<file path="src/sv/rcp_pkg.sv">
// ----------------------------------------------------------------------------
// rcp_pkg
// Shared types and constants of the random circle packer.
// ----------------------------------------------------------------------------
package rcp_pkg;

	localparam int MAX_CIRCLES = 1024;
	localparam int IDX_W       = $clog2(MAX_CIRCLES);
	localparam int CNT_W       = IDX_W + 1;

	localparam int COORD_W = 16;
	localparam int RAD_W   = 16;
	// Distance of two Q12.4 points: sqrt(2 * 65535^2) needs 17 bits.
	localparam int DIST_W  = RAD_W + 1;
	localparam int PROD_W  = 2 * COORD_W;
	localparam int SQ_W    = PROD_W + 1;
	localparam int ROOT_W  = SQ_W + 1;
	localparam int ROOT_STEPS = (SQ_W + 1) / 2;
	localparam int STEP_W  = $clog2(ROOT_STEPS);

	localparam logic [COORD_W-1:0] SEED_CENTRE = COORD_W'(4000);
	localparam logic [RAD_W-1:0]   SEED_RADIUS = RAD_W'(800);

	localparam logic [RAD_W-1:0] MIN_RADIUS_RST   = RAD_W'(48);
	localparam logic [RAD_W-1:0] MAX_RADIUS_RST   = RAD_W'(800);
	localparam logic [RAD_W-1:0] CANVAS_WIDTH_RST = RAD_W'(8000);

	localparam int CFG_IDX_W  = 2;
	localparam int CFG_DATA_W = 16;
	localparam logic [CFG_IDX_W-1:0] CFG_MIN_RADIUS   = CFG_IDX_W'(0);
	localparam logic [CFG_IDX_W-1:0] CFG_MAX_RADIUS   = CFG_IDX_W'(1);
	localparam logic [CFG_IDX_W-1:0] CFG_CANVAS_WIDTH = CFG_IDX_W'(2);

	typedef enum logic {
		OP_PLACE = 1'b0,
		OP_CLEAR = 1'b1
	} opcode_t;

	typedef enum logic [1:0] {
		ST_PLACED  = 2'd0,
		ST_OVERLAP = 2'd1,
		ST_FULL    = 2'd2,
		ST_CLEARED = 2'd3
	} status_t;

	typedef struct packed {
		logic [COORD_W-1:0] x;
		logic [COORD_W-1:0] y;
		logic [RAD_W-1:0]   r;
	} circle_t;

	localparam circle_t SEED_CIRCLE = '{x: SEED_CENTRE, y: SEED_CENTRE, r: SEED_RADIUS};

endpackage

</file>
<file path="src/sv/rcp_dist.sv">
// ----------------------------------------------------------------------------
// rcp_dist
// Distance unit: one shared 16x16 multiplier squares dx then dy, then a
// restoring square root takes one result bit per cycle.
// ----------------------------------------------------------------------------
module rcp_dist (
	input  logic                          clk,
	input  logic                          arst_n,
	input  logic                          start,
	input  logic [rcp_pkg::COORD_W-1:0]   ax,
	input  logic [rcp_pkg::COORD_W-1:0]   ay,
	input  logic [rcp_pkg::COORD_W-1:0]   bx,
	input  logic [rcp_pkg::COORD_W-1:0]   by,
	output logic                          done,
	output logic [rcp_pkg::DIST_W-1:0]    distance
);

	typedef enum logic [3:0] {
		D_IDLE = 4'b0001,
		D_SQX  = 4'b0010,
		D_SQY  = 4'b0100,
		D_ROOT = 4'b1000
	} dstate_t;

	localparam logic [rcp_pkg::ROOT_W-1:0] ROOT_TOP =
		rcp_pkg::ROOT_W'(1) << (2 * (rcp_pkg::ROOT_STEPS - 1));

	dstate_t                        state_q;
	logic [rcp_pkg::COORD_W-1:0]    dx_q, dy_q;
	logic [rcp_pkg::PROD_W-1:0]     acc_q;
	logic [rcp_pkg::SQ_W-1:0]       rem_q;
	logic [rcp_pkg::ROOT_W-1:0]     res_q;
	logic [rcp_pkg::ROOT_W-1:0]     bit_q;
	logic [rcp_pkg::STEP_W-1:0]     cnt_q;
	logic                           done_q;

	logic [rcp_pkg::COORD_W-1:0]    mop;
	logic [rcp_pkg::PROD_W-1:0]     prod;
	logic [rcp_pkg::SQ_W-1:0]       sum;
	logic [rcp_pkg::ROOT_W-1:0]     trial;
	logic                           fits;

	assign mop   = (state_q == D_SQX) ? dx_q : dy_q;
	assign prod  = mop * mop;
	assign sum   = {1'b0, acc_q} + {1'b0, prod};
	assign trial = res_q + bit_q;
	assign fits  = {1'b0, rem_q} >= trial;

	always_ff @(posedge clk or negedge arst_n) begin
		if (!arst_n) begin
			state_q <= D_IDLE;
			dx_q    <= '0;
			dy_q    <= '0;
			acc_q   <= '0;
			rem_q   <= '0;
			res_q   <= '0;
			bit_q   <= '0;
			cnt_q   <= '0;
			done_q  <= 1'b0;
		end else begin
			done_q <= 1'b0;
			case (state_q)
				D_IDLE: begin
					if (start) begin
						dx_q    <= (ax >= bx) ? ax - bx : bx - ax;
						dy_q    <= (ay >= by) ? ay - by : by - ay;
						state_q <= D_SQX;
					end
				end
				D_SQX: begin
					acc_q   <= prod;
					state_q <= D_SQY;
				end
				D_SQY: begin
					rem_q   <= sum;
					res_q   <= '0;
					bit_q   <= ROOT_TOP;
					cnt_q   <= rcp_pkg::STEP_W'(rcp_pkg::ROOT_STEPS - 1);
					state_q <= D_ROOT;
				end
				D_ROOT: begin
					if (fits) begin
						rem_q <= rem_q - trial[rcp_pkg::SQ_W-1:0];
						res_q <= (res_q >> 1) + bit_q;
					end else begin
						res_q <= res_q >> 1;
					end
					bit_q <= bit_q >> 2;
					cnt_q <= cnt_q - 1'b1;
					if (cnt_q == '0) begin
						done_q  <= 1'b1;
						state_q <= D_IDLE;
					end
				end
				default: begin
					state_q <= D_IDLE;
				end
			endcase
		end
	end

	assign done     = done_q;
	assign distance = res_q[rcp_pkg::DIST_W-1:0];

endmodule

</file>
<file path="config.mk">
export PLATFORM = sky130hd
export DESIGN_NAME = rcp_dist
export DESIGN_NICKNAME = d
export VERILOG_FILES = /design/src/sv/rcp_pkg.sv /design/src/sv/rcp_dist.sv
export SDC_FILE = /design/constraint.sdc
export NUM_CORES = 1
export LEC_CHECK = 0
export ABC_AREA = 1
export BUFFER_PORTS_ARGS = -buffer_cell sky130_fd_sc_hd__buf_2
export CORE_AREA = 8 8 275 277
export DETAILED_ROUTE_END_ITERATION = 16
export DIE_AREA = 0 0 283 285
export SLEW_MARGIN = 20
export SYNTH_ARGS = -nofsm -noshare
export SYNTH_HDL_FRONTEND = slang
export SYNTH_SLANG_ARGS = --single-unit
</file>
<file path="constraint.sdc">
create_clock -name clk -period 7.23 [get_ports clk]
set_input_delay 1.8075 -clock clk [delete_from_list [all_inputs] [get_ports clk]]
set_output_delay 1.8075 -clock clk [all_outputs]
set_load 0.01 [all_outputs]
</file>
==> summary.md <==
| Metric | Value |
|---|---|
| Status | `complete, but fails checks` |
| Violated checks | `negative setup slack` |
| Worst Hold Depth | `1` |
| Final min period | `7.58 ns` |
| RSZ-0062 raised after global routing | `yes` |
| Fmax | `0.132 GHz` |
| Initial antenna violation count | `0` |
| Die width | `283 um` |
| Worst-case reg-to-reg path depth | `40` |
| R2R Setup Slk | `-0.35 ns` |
| Post-DP Area | `0.0279 mm^2` |
| TritonRoute pass-1 iters | `6` |
| GRT overflow | `0` |
| Crit-path slowest cell | `fa_2` |
| Tightest Pin Transition | `1.01 ns` |
| Critical path's top delay family | `adder cells` |
| Ant diodes | `0` |
| Vias/cell | `4.93` |
| Drt wl/cell | `15.6 um` |
| End of the worst register-to-register path | `rem_q[22]$_DFFE_PN0P_` |
| Setup violations, final | `19` |
| Initial core utilization | `0.346` |
| Critical path required time | `7.61 ns` |
| Slew headroom | `0.327` |
| Die ar. | `0.0807 mm^2` |
| I/O pin total | `85` |
| Design area | `0.0305 mm^2` |
| Post-Synthesis Cells | `3675` |
| Worst setup margin | `-0.347 ns` |
| Clock skew | `0.0151 ns` |
| Num CTS Buffers | `17` |
| Cts hold-fix bufs | `0` |
| Clk buf depth | `2` |
| Largest family of logic cells by synthesized area | `simple AND/OR/NAND/NOR gates` |
| Arrival time worst endpoint | `7.96 ns` |
| Most used cell, CP | `fa_1` |
| CTS root buf | `clkbuf_16` |
| Final Core Density | `0.429` |
| TritonCTS clock tree | `yes` |
| Worst setup SP type | `flip-flop` |
| Min-delay src | `cnt_q[3]$_DFFE_PN0P_` |
| GRT Overall Usage | `0.191` |
| Worst hold path class | `flip-flop to flip-flop` |
| NumNets Final | `4507` |
| Core ar. | `0.0710 mm^2` |
| Skew-Pair Late Insertion Delay | `0.49 ns` |
| Largest net degree at the start of global routing | `78` |
| Fin crit share | `1.05` |
| Post-Synth Adder-Cell Area | `0.269` |
| Hold endpoint | `cnt_q[3]$_DFFE_PN0P_` |
| Max H-tree Level | `4` |
| Final antenna-violating net count | `0` |
| Dpl hpwl | `63.1 mm` |
| Compound-Gate Fraction of Synth Area | `0.130` |
| Slowest stage delay, CP | `0.57 ns` |
| Mux cell area share after synthesis | `0.000407` |
| Synth warn | `0` |
| CP Buf/Inv Count | `13` |
| Post-Synth Simple-Gate Area | `0.281` |
| #FFs+latches synth | `157` |
| Layout cell share with drive strength beyond 1 | `0.186` |
| CP endpoint kind | `flip-flop` |
| Crit path depth | `40` |
| Cell Area, Synth | `0.0246 mm^2` |
| Seq/Total Area, Yosys | `0.160` |
| Syn nets | `4171` |
| Final hold vios | `0` |
| Routed WL | `77.7 mm` |
| Remaining routing DRC violations | `0` |
| Fin. max-slew vios | `0` |
| WHS | `0.472 ns` |
| Worst reg2reg startpoint | `state_q[3]$_DFFE_PN0P_` |
| Area growth from synthesis to layout | `23.9%` |
| Syn avg cell area | `6.69 um^2` |
| First-pass GRT wire length | `129 mm` |
| Vias | `24500` |
| Cell Rows | `98` |
| Setup WS pre-CTS | `-0.881 ns` |
| Num Clock Sinks | `157` |
| DIE HEIGHT | `285 um` |
| XOR/XNOR Fraction of Synth Area | `0.0442` |
| Critical path class | `flip-flop to flip-flop` |
| RePlAce Congestion | `0.955` |
| Starting DRC count in detailed routing | `1496` |
| Vias in the first global route | `25000` |
| I/O Buffers | `84` |
| CTS clk-pin slew, worst paths | `0.07 ns` |
| Max-cap viol count | `0` |
| Unique masters post-synth | `54` |
| Crit-path max FO | `6` |
-- stage by stage --
stage                     cells  setup TNS [ns]
final                      4974           -4.46
after global routing       4974          -11.92
after CTS                  4960           -3.41
after detailed placement   4894          -12.55
after global placement     4894          -11.61
after floorplan            3675               0
-- sequential cells by signal (all words and copies together), names as in the netlist --
name,flops
res_q,34
rem_q,33
acc_q,31
bit_q,17
dx_q,16
dy_q,16
cnt_q,5
state_q,4
done,1
-- area by class of cell --
| type | count | area (um^2) |
|---|---|---|
| Fill cell | 7348 | 40500 |
| Clock inverter | 13 | 178 |
| Clock buffer | 19 | 443 |
| Multi-Input combinational cell | 2792 | 19300 |
| Inverter | 630 | 2390 |
| Sequential cell | 157 | 3930 |
| Tap cell | 950 | 1190 |
| Timing Repair Buffer | 413 | 3070 |
-- cell families (layout without fill, tap and decap cells) --
group,count (synthesis),after routing
XOR/XNOR,124,124
adder cells (fa/ha/maj),429,429
flip-flops,157,157
AND/OR/NAND/NOR,1661,1661
AO/OA/AOI/OAI,577,577
buffers and inverters,726,1075
multiplexers,1,1
-- timing repair --
action                                  CTS  global route
gates cloned                              1             0
setup buffers                            33            15
resized for setup                       232           143
endpoints found under the setup margin   22            24
pin swaps                                57            86
-- cells in the final DEF (no fill, tap or decap), drive strengths merged, types with 19 or more instances in the layout --
cell and count:
fa 167, o21bai 21, nand2 999, a21o 25, nand3 226, buf 413
xnor2 38, inv 628, nor2 308, dfrtp 156, nand4 36, o22ai 20
nand3b 26, clkbuf 19, a21oi 224, o21ai 239, xor2 86, nor3 39
ha 262
-- per-layer routing --
layer / part of all wire / up-vias / wire length, um / global-route usage
met3: 0.032 / 126 / 2490 / 0.0210
li1: - / 12300 / - / -
met2: 0.49 / 457 / 38100 / 0.340
met5: 0 / - / 0 / 0
met4: 0.025 / 0 / 1980 / 0.0552
met1: 0.45 / 11600 / 35100 / 0.241
-- worst max path at each step --
stage | from | end | slack [ns]
2_1_floorplan | state_q[0]$_DFFE_PN1P_ | rem_q[31]$_DFFE_PN0P_ | 0.01
3_3_place_gp | state_q[3]$_DFFE_PN0P_ | rem_q[23]$_DFFE_PN0P_ | -0.84
3_5_place_dp | state_q[3]$_DFFE_PN0P_ | rem_q[31]$_DFFE_PN0P_ | -0.88
4_1_cts | state_q[0]$_DFFE_PN1P_ | rem_q[31]$_DFFE_PN0P_ | -0.32
5_1_grt | state_q[3]$_DFFE_PN0P_ | rem_q[31]$_DFFE_PN0P_ | -0.71
6_report | state_q[3]$_DFFE_PN0P_ | rem_q[22]$_DFFE_PN0P_ | -0.35
-- Yosys cell counts (all sizes together) --
cell,instances,share of area
nand2,999,0.15
buf,52,0.013
a31oi,5,0.0013
o221a,1,0.00046
nand3,226,0.047
a31o,1,0.00036
nor3b,2,0.00061
nor4,9,0.0023
a211oi,2,0.00061
fa,167,0.14
o31ai,1,0.00031
a22o,1,0.00036
and3,1,0.00025
a221oi,2,0.00071
dfrtp,156,0.16
or2,4,0.0010
and2,10,0.0025
o21bai,21,0.0064
mux2i,1,0.00041
dfstp,1,0.0011
o21ai,239,0.050
nand3b,26,0.0079
o22ai,20,0.0051
nand4,36,0.0092
xnor2,38,0.014
a21o,25,0.0076
a21boi,7,0.0021
o221ai,1,0.00036
o2bb2ai,1,0.00036
o311ai,1,0.00036
clkinv,7,0.0011
clkbuf,44,0.0070
nor2,308,0.047
o211ai,11,0.0034
inv,623,0.095
xor2,86,0.031
ha,262,0.13
o21a,14,0.0043
nor3,39,0.0086
or3,1,0.00025
a21oi,224,0.046
Power is left out: the tool's default activity adds up to more than one toggle a clock period on the data nets, which glitch-free logic cannot reach.
